## src/hdl/nsfe_pkg.sv

```systemverilog
// ----------------------------------------------------------------------------
// NMEA field extractor package
// Shared constants, types and helpers for the sentence parser and replay.
// ----------------------------------------------------------------------------
`timescale 1ns / 1ps

package nsfe_pkg;

    localparam int CAPTURE_DEPTH = 32;
    localparam int CAP_AW        = $clog2(CAPTURE_DEPTH);
    localparam int CNT_W         = $clog2(CAPTURE_DEPTH + 1);

    localparam logic [7:0] CHAR_DOLLAR = 8'h24;
    localparam logic [7:0] CHAR_STAR   = 8'h2A;
    localparam logic [7:0] CHAR_COMMA  = 8'h2C;

    localparam logic [39:0] SENTENCE_TYPE_RESET = 40'h4750524D43;
    localparam logic [4:0]  FIRST_FIELD_RESET   = 5'd3;
    localparam logic [4:0]  LAST_FIELD_RESET    = 5'd6;

    localparam logic [1:0] CFG_SENTENCE_TYPE = 2'd0;
    localparam logic [1:0] CFG_FIRST_FIELD   = 2'd1;
    localparam logic [1:0] CFG_LAST_FIELD    = 2'd2;

    localparam logic [1:0] KIND_CHAR     = 2'd0;
    localparam logic [1:0] KIND_MISMATCH = 2'd1;
    localparam logic [1:0] KIND_EMPTY    = 2'd2;

    typedef enum logic [1:0] {
        CMD_ERROR,
        CMD_EMPTY,
        CMD_REPLAY
    } cmd_kind_t;

    typedef struct packed {
        logic [39:0] sentence_type;
        logic [4:0]  first_field;
        logic [4:0]  last_field;
    } cfg_t;

    typedef struct packed {
        logic              en;
        logic [CAP_AW-1:0] addr;
        logic [4:0]        field;
        logic [7:0]        ch;
    } cap_wr_t;

    typedef struct packed {
        cmd_kind_t        kind;
        logic [CNT_W-1:0] count;
        logic             drop;
    } cmd_t;

    typedef struct packed {
        logic full;
        logic empty;
        logic has_replay;
    } q_status_t;

    // {valid, value}
    function automatic logic [4:0] hex_value(input logic [7:0] c);
        logic [4:0] r;
        r = 5'd0;
        if (c >= 8'h30 && c <= 8'h39) r = {1'b1, 4'(c - 8'h30)};
        else if (c >= 8'h41 && c <= 8'h46) r = {1'b1, 4'(c - 8'h37)};
        else if (c >= 8'h61 && c <= 8'h66) r = {1'b1, 4'(c - 8'h57)};
        return r;
    endfunction

endpackage

```

## src/hdl/nmea_sentence_field_extractor_unit.sv

```systemverilog
// ----------------------------------------------------------------------------
// NMEA sentence field extractor
// Parses an NMEA 0183 byte stream and replays the characters of a chosen
// field range of a chosen sentence type, after a checksum check.
// ----------------------------------------------------------------------------
// Usage:
//   Input channel (in_valid/in_ready, rx_byte) takes one received byte per
//   word. A byte is taken every cycle unless a replay or full queue blocks it.
//   Output channel (out_valid/out_ready) gives one result word per cycle
//   at best: kind, field number, character, overflow and last-of-run flag.
//   Configuration channel (cfg_valid/cfg_ready, cfg_index, cfg_data) is
//   always ready; index 0 sentence type, 1 first field, 2 last field.
//   A sentence end with a bad checksum or of the chosen type pushes a
//   command into a two-entry queue; results leave through an output register.
//   A replay does one store read and one output load per captured character;
//   the input is held off until the replay is done, since the next sentence
//   refills the same capture store.
//   Error and empty results do not hold off input.
//   A stalled receiver holds the output word; a pending replay then holds off
//   input, and error or empty commands stop it once two are pending.
//   Reset returns the parser to idle and the registers to their defaults;
//   the capture store is not cleared, only filled entries are ever read.
// ----------------------------------------------------------------------------
`timescale 1ns / 1ps

module nmea_sentence_field_extractor_unit (
    input  logic        clk,
    input  logic        rst_n,
    input  logic        in_valid,
    output logic        in_ready,
    input  logic [7:0]  rx_byte,
    output logic        out_valid,
    input  logic        out_ready,
    output logic [1:0]  result_kind,
    output logic [4:0]  field_number,
    output logic [7:0]  field_char,
    output logic        overflowed,
    output logic        last_of_run,
    input  logic        cfg_valid,
    output logic        cfg_ready,
    input  logic [1:0]  cfg_index,
    input  logic [39:0] cfg_data
);

    nsfe_pkg::cfg_t      cfg_reg;
    nsfe_pkg::cap_wr_t   cap_wr;
    nsfe_pkg::cmd_t      push_cmd;
    nsfe_pkg::cmd_t      head;
    nsfe_pkg::q_status_t q_status;
    logic                push;
    logic                pop;
    logic                back_busy;

    assign cfg_ready = 1'b1;

    always_ff @(posedge clk or negedge rst_n)
    begin
        if (!rst_n)
        begin
            cfg_reg.sentence_type <= nsfe_pkg::SENTENCE_TYPE_RESET;
            cfg_reg.first_field   <= nsfe_pkg::FIRST_FIELD_RESET;
            cfg_reg.last_field    <= nsfe_pkg::LAST_FIELD_RESET;
        end
        else if (cfg_valid && cfg_ready)
        begin
            // drop writes to unused indexes
            if (cfg_index == nsfe_pkg::CFG_SENTENCE_TYPE) cfg_reg.sentence_type <= cfg_data;
            if (cfg_index == nsfe_pkg::CFG_FIRST_FIELD)   cfg_reg.first_field <= cfg_data[4:0];
            if (cfg_index == nsfe_pkg::CFG_LAST_FIELD)    cfg_reg.last_field  <= cfg_data[4:0];
        end
    end

    nsfe_front u_front (
        .clk       (clk),
        .rst_n     (rst_n),
        .in_valid  (in_valid),
        .in_ready  (in_ready),
        .rx_byte   (rx_byte),
        .cfg       (cfg_reg),
        .q_status  (q_status),
        .back_busy (back_busy),
        .cap_wr    (cap_wr),
        .push      (push),
        .push_cmd  (push_cmd)
    );

    nsfe_cmd_queue u_queue (
        .clk      (clk),
        .rst_n    (rst_n),
        .push     (push),
        .push_cmd (push_cmd),
        .pop      (pop),
        .head     (head),
        .status   (q_status)
    );

    nsfe_back u_back (
        .clk          (clk),
        .rst_n        (rst_n),
        .cap_wr       (cap_wr),
        .head         (head),
        .q_empty      (q_status.empty),
        .pop          (pop),
        .busy         (back_busy),
        .out_valid    (out_valid),
        .out_ready    (out_ready),
        .result_kind  (result_kind),
        .field_number (field_number),
        .field_char   (field_char),
        .overflowed   (overflowed),
        .last_of_run  (last_of_run)
    );

endmodule

```

## src/hdl/nsfe_front.sv

```systemverilog
// ----------------------------------------------------------------------------
// NMEA field extractor front end
// Parses bytes, checks header and checksum, writes captured characters and
// issues a finish command per bad-checksum or chosen-type sentence.
// ----------------------------------------------------------------------------
`timescale 1ns / 1ps

module nsfe_front (
    input  logic                clk,
    input  logic                rst_n,
    input  logic                in_valid,
    output logic                in_ready,
    input  logic [7:0]          rx_byte,
    input  nsfe_pkg::cfg_t      cfg,
    input  nsfe_pkg::q_status_t q_status,
    input  logic                back_busy,
    output nsfe_pkg::cap_wr_t   cap_wr,
    output logic                push,
    output nsfe_pkg::cmd_t      push_cmd
);

    typedef enum logic [1:0] {
        PH_IDLE,
        PH_BODY,
        PH_CK_HI,
        PH_CK_LO
    } phase_t;

    phase_t                     phase_reg;
    logic [7:0]                 xor_reg;
    logic [4:0]                 comma_reg;
    logic [39:0]                header_reg;
    logic [2:0]                 hcnt_reg;
    logic [3:0]                 hi_nib_reg;
    logic [nsfe_pkg::CNT_W-1:0] fill_reg;
    logic                       drop_reg;

    logic       acc;
    logic       is_dollar;
    logic       is_star;
    logic       is_comma;
    logic       in_range;
    logic       room;
    logic       header_ok;
    logic [4:0] hex;

    // hold off input on a full queue or while a replay owns the store
    assign in_ready  = !q_status.full && !q_status.has_replay && !back_busy;
    assign acc       = in_valid && in_ready;
    assign is_dollar = (rx_byte == nsfe_pkg::CHAR_DOLLAR);
    assign is_star   = (rx_byte == nsfe_pkg::CHAR_STAR);
    assign is_comma  = (rx_byte == nsfe_pkg::CHAR_COMMA);
    assign in_range  = (comma_reg >= cfg.first_field) && (comma_reg <= cfg.last_field);
    assign room      = (fill_reg < nsfe_pkg::CNT_W'(nsfe_pkg::CAPTURE_DEPTH));
    assign header_ok = (hcnt_reg == 3'd5) && (header_reg == cfg.sentence_type);
    assign hex       = nsfe_pkg::hex_value(rx_byte);

    always_comb
    begin
        cap_wr.en    = acc && !is_dollar && (phase_reg == PH_BODY) && !is_star
                       && !is_comma && in_range && room;
        cap_wr.addr  = fill_reg[nsfe_pkg::CAP_AW-1:0];
        cap_wr.field = comma_reg;
        cap_wr.ch    = rx_byte;

        push           = 1'b0;
        push_cmd.kind  = nsfe_pkg::CMD_ERROR;
        push_cmd.count = fill_reg;
        push_cmd.drop  = drop_reg;
        if (acc && !is_dollar)
        begin
            if (phase_reg == PH_CK_HI && !hex[4])
            begin
                push = 1'b1;
            end
            else if (phase_reg == PH_CK_LO)
            begin
                if (!hex[4] || ({hi_nib_reg, hex[3:0]} != xor_reg))
                begin
                    push = 1'b1;
                end
                else if (header_ok)
                begin
                    push          = 1'b1;
                    push_cmd.kind = (fill_reg == '0) ? nsfe_pkg::CMD_EMPTY
                                                     : nsfe_pkg::CMD_REPLAY;
                end
            end
        end
    end

    always_ff @(posedge clk or negedge rst_n)
    begin
        if (!rst_n)
        begin
            phase_reg  <= PH_IDLE;
            xor_reg    <= '0;
            comma_reg  <= '0;
            header_reg <= '0;
            hcnt_reg   <= '0;
            hi_nib_reg <= '0;
            fill_reg   <= '0;
            drop_reg   <= 1'b0;
        end
        else if (acc)
        begin
            if (is_dollar)
            begin
                // restart, abandoning any open sentence
                phase_reg  <= PH_BODY;
                xor_reg    <= '0;
                comma_reg  <= '0;
                header_reg <= '0;
                hcnt_reg   <= '0;
                hi_nib_reg <= '0;
                fill_reg   <= '0;
                drop_reg   <= 1'b0;
            end
            else
            begin
                unique case (phase_reg)
                    PH_IDLE:
                    begin
                        phase_reg <= PH_IDLE;
                    end
                    PH_BODY:
                    begin
                        if (is_star)
                        begin
                            phase_reg <= PH_CK_HI;
                        end
                        else
                        begin
                            xor_reg <= xor_reg ^ rx_byte;
                            if (is_comma)
                            begin
                                if (comma_reg != 5'd31) comma_reg <= comma_reg + 5'd1;
                            end
                            else
                            begin
                                if (comma_reg == 5'd0)
                                begin
                                    header_reg <= {header_reg[31:0], rx_byte};
                                    if (hcnt_reg != 3'd6) hcnt_reg <= hcnt_reg + 3'd1;
                                end
                                if (in_range)
                                begin
                                    if (room) fill_reg <= fill_reg + nsfe_pkg::CNT_W'(1);
                                    else      drop_reg <= 1'b1;
                                end
                            end
                        end
                    end
                    PH_CK_HI:
                    begin
                        if (hex[4])
                        begin
                            hi_nib_reg <= hex[3:0];
                            phase_reg  <= PH_CK_LO;
                        end
                        else
                        begin
                            phase_reg <= PH_IDLE;
                        end
                    end
                    PH_CK_LO:
                    begin
                        phase_reg <= PH_IDLE;
                    end
                    default:
                    begin
                        phase_reg <= PH_IDLE;
                    end
                endcase
            end
        end
    end

endmodule

```

## src/hdl/nsfe_cmd_queue.sv

```systemverilog
// ----------------------------------------------------------------------------
// NMEA field extractor command queue
// Two-entry queue of finish commands between the parser and the replay.
// ----------------------------------------------------------------------------
`timescale 1ns / 1ps

module nsfe_cmd_queue (
    input  logic                clk,
    input  logic                rst_n,
    input  logic                push,
    input  nsfe_pkg::cmd_t      push_cmd,
    input  logic                pop,
    output nsfe_pkg::cmd_t      head,
    output nsfe_pkg::q_status_t status
);

    nsfe_pkg::cmd_t slot_reg [2];
    logic           wr_ptr_reg;
    logic           rd_ptr_reg;
    logic [1:0]     count_reg;

    assign head = slot_reg[rd_ptr_reg];

    always_comb
    begin
        status.full       = (count_reg == 2'd2);
        status.empty      = (count_reg == 2'd0);
        status.has_replay = ((count_reg != 2'd0)
                             && (slot_reg[rd_ptr_reg].kind == nsfe_pkg::CMD_REPLAY))
                            || ((count_reg == 2'd2)
                             && (slot_reg[!rd_ptr_reg].kind == nsfe_pkg::CMD_REPLAY));
    end

    always_ff @(posedge clk)
    begin
        if (push) slot_reg[wr_ptr_reg] <= push_cmd;
    end

    always_ff @(posedge clk or negedge rst_n)
    begin
        if (!rst_n)
        begin
            wr_ptr_reg <= 1'b0;
            rd_ptr_reg <= 1'b0;
            count_reg  <= 2'd0;
        end
        else
        begin
            if (push) wr_ptr_reg <= !wr_ptr_reg;
            if (pop)  rd_ptr_reg <= !rd_ptr_reg;
            count_reg <= count_reg + {1'b0, push} - {1'b0, pop};
        end
    end

endmodule

```

## src/hdl/nsfe_back.sv

```systemverilog
// ----------------------------------------------------------------------------
// NMEA field extractor back end
// Holds the capture store and turns finish commands into result words.
// ----------------------------------------------------------------------------
`timescale 1ns / 1ps

module nsfe_back (
    input  logic              clk,
    input  logic              rst_n,
    input  nsfe_pkg::cap_wr_t cap_wr,
    input  nsfe_pkg::cmd_t    head,
    input  logic              q_empty,
    output logic              pop,
    output logic              busy,
    output logic              out_valid,
    input  logic              out_ready,
    output logic [1:0]        result_kind,
    output logic [4:0]        field_number,
    output logic [7:0]        field_char,
    output logic              overflowed,
    output logic              last_of_run
);

    typedef enum logic [1:0] {
        S_IDLE,
        S_READ,
        S_SEND
    } state_t;

    logic [12:0] mem [nsfe_pkg::CAPTURE_DEPTH];
    logic [12:0] rd_data_reg;

    state_t                     state_reg;
    logic [nsfe_pkg::CNT_W-1:0] idx_reg;
    logic [nsfe_pkg::CNT_W-1:0] cnt_reg;
    logic                       drop_reg;
    logic                       out_valid_reg;
    logic [1:0]                 kind_reg;
    logic [4:0]                 field_reg;
    logic [7:0]                 char_reg;
    logic                       ovf_reg;
    logic                       last_reg;

    logic out_free;
    logic out_load;
    logic at_last;

    assign out_free = !out_valid_reg || out_ready;
    assign pop      = (state_reg == S_IDLE) && !q_empty && out_free;
    assign busy     = (state_reg != S_IDLE);
    assign at_last  = ((idx_reg + nsfe_pkg::CNT_W'(1)) == cnt_reg);
    // load a new word into the output register this cycle
    assign out_load = (pop && (head.kind != nsfe_pkg::CMD_REPLAY))
                      || ((state_reg == S_SEND) && out_free);

    assign out_valid    = out_valid_reg;
    assign result_kind  = kind_reg;
    assign field_number = field_reg;
    assign field_char   = char_reg;
    assign overflowed   = ovf_reg;
    assign last_of_run  = last_reg;

    always_ff @(posedge clk)
    begin
        if (cap_wr.en) mem[cap_wr.addr] <= {cap_wr.field, cap_wr.ch};
        rd_data_reg <= mem[idx_reg[nsfe_pkg::CAP_AW-1:0]];
    end

    always_ff @(posedge clk or negedge rst_n)
    begin
        if (!rst_n)
        begin
            state_reg     <= S_IDLE;
            idx_reg       <= '0;
            cnt_reg       <= '0;
            drop_reg      <= 1'b0;
            out_valid_reg <= 1'b0;
            kind_reg      <= nsfe_pkg::KIND_CHAR;
            field_reg     <= '0;
            char_reg      <= '0;
            ovf_reg       <= 1'b0;
            last_reg      <= 1'b0;
        end
        else
        begin
            if (out_load)       out_valid_reg <= 1'b1;
            else if (out_ready) out_valid_reg <= 1'b0;
            unique case (state_reg)
                S_IDLE:
                begin
                    if (pop)
                    begin
                        if (head.kind == nsfe_pkg::CMD_REPLAY)
                        begin
                            idx_reg   <= '0;
                            cnt_reg   <= head.count;
                            drop_reg  <= head.drop;
                            state_reg <= S_READ;
                        end
                        else
                        begin
                            kind_reg      <= (head.kind == nsfe_pkg::CMD_EMPTY)
                                             ? nsfe_pkg::KIND_EMPTY
                                             : nsfe_pkg::KIND_MISMATCH;
                            field_reg     <= '0;
                            char_reg      <= '0;
                            ovf_reg       <= head.drop;
                            last_reg      <= 1'b1;
                        end
                    end
                end
                S_READ:
                begin
                    state_reg <= S_SEND;
                end
                S_SEND:
                begin
                    if (out_free)
                    begin
                        kind_reg      <= nsfe_pkg::KIND_CHAR;
                        field_reg     <= rd_data_reg[12:8];
                        char_reg      <= rd_data_reg[7:0];
                        ovf_reg       <= drop_reg;
                        last_reg      <= at_last;
                        if (at_last)
                        begin
                            state_reg <= S_IDLE;
                        end
                        else
                        begin
                            idx_reg   <= idx_reg + nsfe_pkg::CNT_W'(1);
                            state_reg <= S_READ;
                        end
                    end
                end
                default:
                begin
                    state_reg <= S_IDLE;
                end
            endcase
        end
    end

endmodule

```

## config.mk

```make
export PLATFORM = sky130hd
export DESIGN_NAME = nmea_sentence_field_extractor_unit
export DESIGN_NICKNAME = d
export VERILOG_FILES = /design/src/hdl/nsfe_pkg.sv /design/src/hdl/nmea_sentence_field_extractor_unit.sv /design/src/hdl/nsfe_front.sv /design/src/hdl/nsfe_cmd_queue.sv /design/src/hdl/nsfe_back.sv
export SDC_FILE = /design/constraint.sdc
export NUM_CORES = 1
export LEC_CHECK = 0
export BUFFER_PORTS_ARGS = -buffer_cell sky130_fd_sc_hd__buf_4
export CAP_MARGIN = 10
export CORE_ASPECT_RATIO = 1.1
export CORE_MARGIN = 2
export CORE_UTILIZATION = 50
export DETAILED_ROUTE_END_ITERATION = 8
export PLACE_DENSITY = 0.77
export RECOVER_POWER = 100
export SLEW_MARGIN = 15
export SYNTH_ARGS = -nofsm -noshare
export SYNTH_HDL_FRONTEND = slang
export SYNTH_SLANG_ARGS = --single-unit
```

## constraint.sdc

```tcl
create_clock -name clk -period 7.1 [get_ports clk]
set_clock_uncertainty 0.2 [all_clocks]
set_input_delay 0.355 -clock clk [delete_from_list [all_inputs] [get_ports clk]]
set_output_delay 0.355 -clock clk [all_outputs]
set_load 0.05 [all_outputs]
```

==> metrics.md <==
| Metric | Value |
|---|---|
| Die H | around 240 um |
| HP Start | in_valid |
| Most frequent cells in the layout | 434 x edfxtp_1, 134 x dfrtp_1, 130 x mux4_2, 104 x nand2_1, 68 x clkbuf_1 |
| Final Cycle Share | around 73% |
| I/O pins | 75 |
| Final worst slack | just under 2 ns |
| PortBufs | 73 |
| Status | finished with violations |
| Layout cells sized above 1 | 23.3% |
| Worst Path Required | slightly above 7 ns |
| CTS tree | done |
| P_leak | 9.74 nW |
| Final worst path period need | between 5 and 6 ns |
| Crit. End Element | flip-flop |
| DRT Wirelength | 54500 um |
| Reg clk slew, reported paths | around 0.060 ns |
| Max frequency | between 0.15 and 0.2 GHz |
| Fraction of registers with async set or reset after synthesis | around a quarter |
| # rows | 85 |
| Setup Slack @ Placement | approximately 3.1 ns |
| Max VDD drop | 0.000252 V |
| Fraction of power spent switching nets | roughly 27% |
| Max-slew headroom | -116% |
| Transition time of the tightest slew-check pin | about 3.2 ns |
| Cells after Synth | 1409 |
| Area growth syn-to-layout | 13.7% |
| Final setup fails | 0 |
| Synth cell types | just under 80 |
| RSZ-0062 raised after global routing | no |
| Most common cell after layout, fill and taps aside | edfxtp_1 |
| Placed cells | 2092 |
| Startpoint Class | input port |
| Reported max-cap violation count | 16 |
| Largest net degree at the start of global routing | between 100 and 150 |
| Starting Density | 50.5% |
| Power share of the combinational group | 17.7% |
| Clock network power share | approximately a third |
| Final Hold Vio Count | 0 |
| Number of setup buffers added after CTS | 0 |
| HP Class | input port to flip-flop |
| CP max stage cell | clkbuf_1 |
| CP endpoint | u_back.mem[15][8]$_DFFE_PP_ |
| Register share of total power | 49.2% |
| Worst path max stage delay | 1.44 ns |
| Synth Net Count | about 1500 |
| Total track usage | a little over a fifth |
| Setup tns final | 0 ns |
| Mean post-synth cell area | between 15 and 20 um^2 |
| DP Wirelength | 33300 um |
| WP depth | 8 |
| Worst r2r src | u_front.comma_reg[2]$_DFFE_PN0P_ |
| Drt wl/cell | roughly 24 um |
| Core ar. | between 40000 and 50000 um^2 |
| Capturing point of the worst reg2reg path | u_back.mem[15][8]$_DFFE_PP_ |
| Delay-heaviest family, CP | buffers and inverters |
| RePlAce Congestion | roughly 0.82 |
| Worst R2R Setup Slack | about 2.2 ns |
| Sw Pwr | around 2.4 mW |
| Worst Path Arrival | 5.18 ns |
| Yosys warns | 0 |
| Antenna Nets Post-Route | 0 |
| Main synth FF type | edfxtp_1 |
| Cell area after synthesis | around 25000 um^2 |
| TritonCTS buffer count | between 50 and 60 |
| Number of flops mapped to enable cells by yosys | between 400 and 500 |
| Router iterations before antenna repair | 7 |
| Clk Latency, worst-skew pair | 0.61 ns |
| Via/cell ratio | approximately 6 |
| Fin Hold WS | ~0.11 ns |
| H-tree Lvls | 2 |
| Die area | just over 50000 um^2 |
| Longest Clk Path Bufs | 3 |
| Slew Viols, Final | between 600 and 700 |
| Vias in the first global route | 13716 |
| Most used cell, CP | clkbuf_1 |
| Layout net count | 1627 |
| Crit path cell chain | clkbuf_1 -> or4b_1 -> o311ai_0 -> nor2_1 -> nand4_1 -> buf_4 -> nor4b_1 -> clkbuf_1 |
| Crit path kind | input port to flip-flop |
| Non-filler cells, final | about 2200 |
| Clock root buffer | clkbuf_16 |
| Congestion Overflow GR | 0 |
| First-pass GRT wire length | around 84000 um |
| Failing checks | max-capacitance violations, max-slew violations |
| Worst r2r path cells | 9 |
| Bufs and invs on worst path | 3 |
| Worst Setup SP | rx_byte[5] |
| Drt drc | 0 |
| CP max FO | 38 |
| Initial DRC Count | 1181 |
| Pint | between 6 and 7 mW |
| Max FFs per register | 416 |
| Initial antenna violation count | 1 |
| Antenna diodes | 0 |
| Sequential share of the synthesized area | approximately 70% |
| Die outline width | 216 um |
| CTS sink cnt | roughly 600 |
| Seq cells post-synth | around 600 |
| Vias | approximately 13000 |
| Cell Pwr Density | between 300 and 400 nW/um^2 |
-- per-stage QoR --
step / instance area (um^2) / util (%) / power, mW
final: 28000 / 57.4 / 8.73
after global routing: 28000 / 57.4 / 9.07
after CTS: 28400 / 58.1 / 8.86
after detailed placement: 26100 / 53.5 / 5.94
after global placement: 26100 / 53.5 / 5.90
after floorplan: 24700 / - / 5.43
-- power by group through the flow --
stage / clock [mW] / sequential (mW) / combinational [mW]
after global placement: 0 / 4.35 / 1.55
after detailed placement: 0 / 4.37 / 1.58
final: 2.89 / 4.29 / 1.55
after CTS: 2.93 / 4.30 / 1.62
after global routing: 3.07 / 4.33 / 1.67
after floorplan: 0 / 4.32 / 1.11
-- cell usage after synthesis (3+ instances only) --
cell,number,area [um^2]
edfxtp_1,434,13000
dfrtp_1,136,3400
mux4_2,130,2930
nand2_1,104,390
mux2_2,62,698
o21ai_0,53,265
xor2_1,49,429
nor2_1,40,150
clkbuf_1,36,135
inv_1,31,116
ha_1,28,350
nor3_1,26,130
a21oi_1,20,100
dfstp_2,20,526
nand3_1,19,95.1
buf_2,16,80.1
a22o_1,15,131
xnor2_1,14,123
dfxtp_1,13,260
buf_1,11,41.3
nor2b_1,10,62.6
nor4b_1,10,87.6
mux2i_1,9,90.1
nor4_1,9,56.3
o31ai_1,8,60.1
nand4_1,7,43.8
nand2b_1,6,37.5
o211ai_1,6,45.0
and3_1,5,31.3
nand3b_1,5,37.5
o2bb2ai_1,5,43.8
a21o_1,4,30.0
o21a_1,4,30.0
or4_1,4,30.0
a211o_1,3,26.3
and2_1,3,18.8
or3_1,3,18.8
-- tightest hold or removal path, cell delays in order --
cell and delay (ns):
buf_4 0.11, or4b_4 0.29, nand2_1 0.07, nand3_1 0.06
-- per-layer routing --
| metal | GRT usage, % | wire length (um) |
|---|---|---|
| met5 | 0 | 0 |
| met2 | 36.6 | 27500 |
| met4 | 7.02 | 1590 |
| met3 | 3.37 | 3240 |
| met1 | 29.3 | 22100 |
-- cells by family after synthesis --
group / share of synthesized area, %
buffers and inverters: 1.66
AOI/OAI and AO/OA: 4.13
DFF: 69.8
xor gates and xnor gates: 2.24
and+or+nand+nor: 5.58
muxes: 15.2
adders and majority gates: 1.42
other: 0.0152
-- worst min path at each step --
stage / to / cells after the start
after global placement: u_back.field_number[4]$_DFFE_PN0P_ / 1
after global routing: u_front.fill_reg[4]$_DFFE_PN0P_ / 4
after floorplan: cfg_reg[0]$_DFFE_PN0P_ / 0
after CTS: u_front.header_reg[3]$_DFFE_PN0P_ / 3
after detailed placement: u_back.field_number[4]$_DFFE_PN0P_ / 1
final: u_front.fill_reg[4]$_DFFE_PN0P_ / 4
-- area by class of cell --
class                           count  area, um^2
Clock inverter                     25         133
Fill cell                        3556       20800
Clock buffer                       83        1660
Timing Repair Buffer              142         998
Inverter                           31         116
Multi-Input combinational cell    707        7090
Sequential cell                   603       17200
Tap cell                          652         816
-- repair_timing --
action,in CTS,in global routing
endpoints found under the hold margin,136,0
endpoints found under the setup margin,0,0
hold buffers,43,0
resized for setup,0,0
No activity file was read; power rests on OpenSTA's default activity.
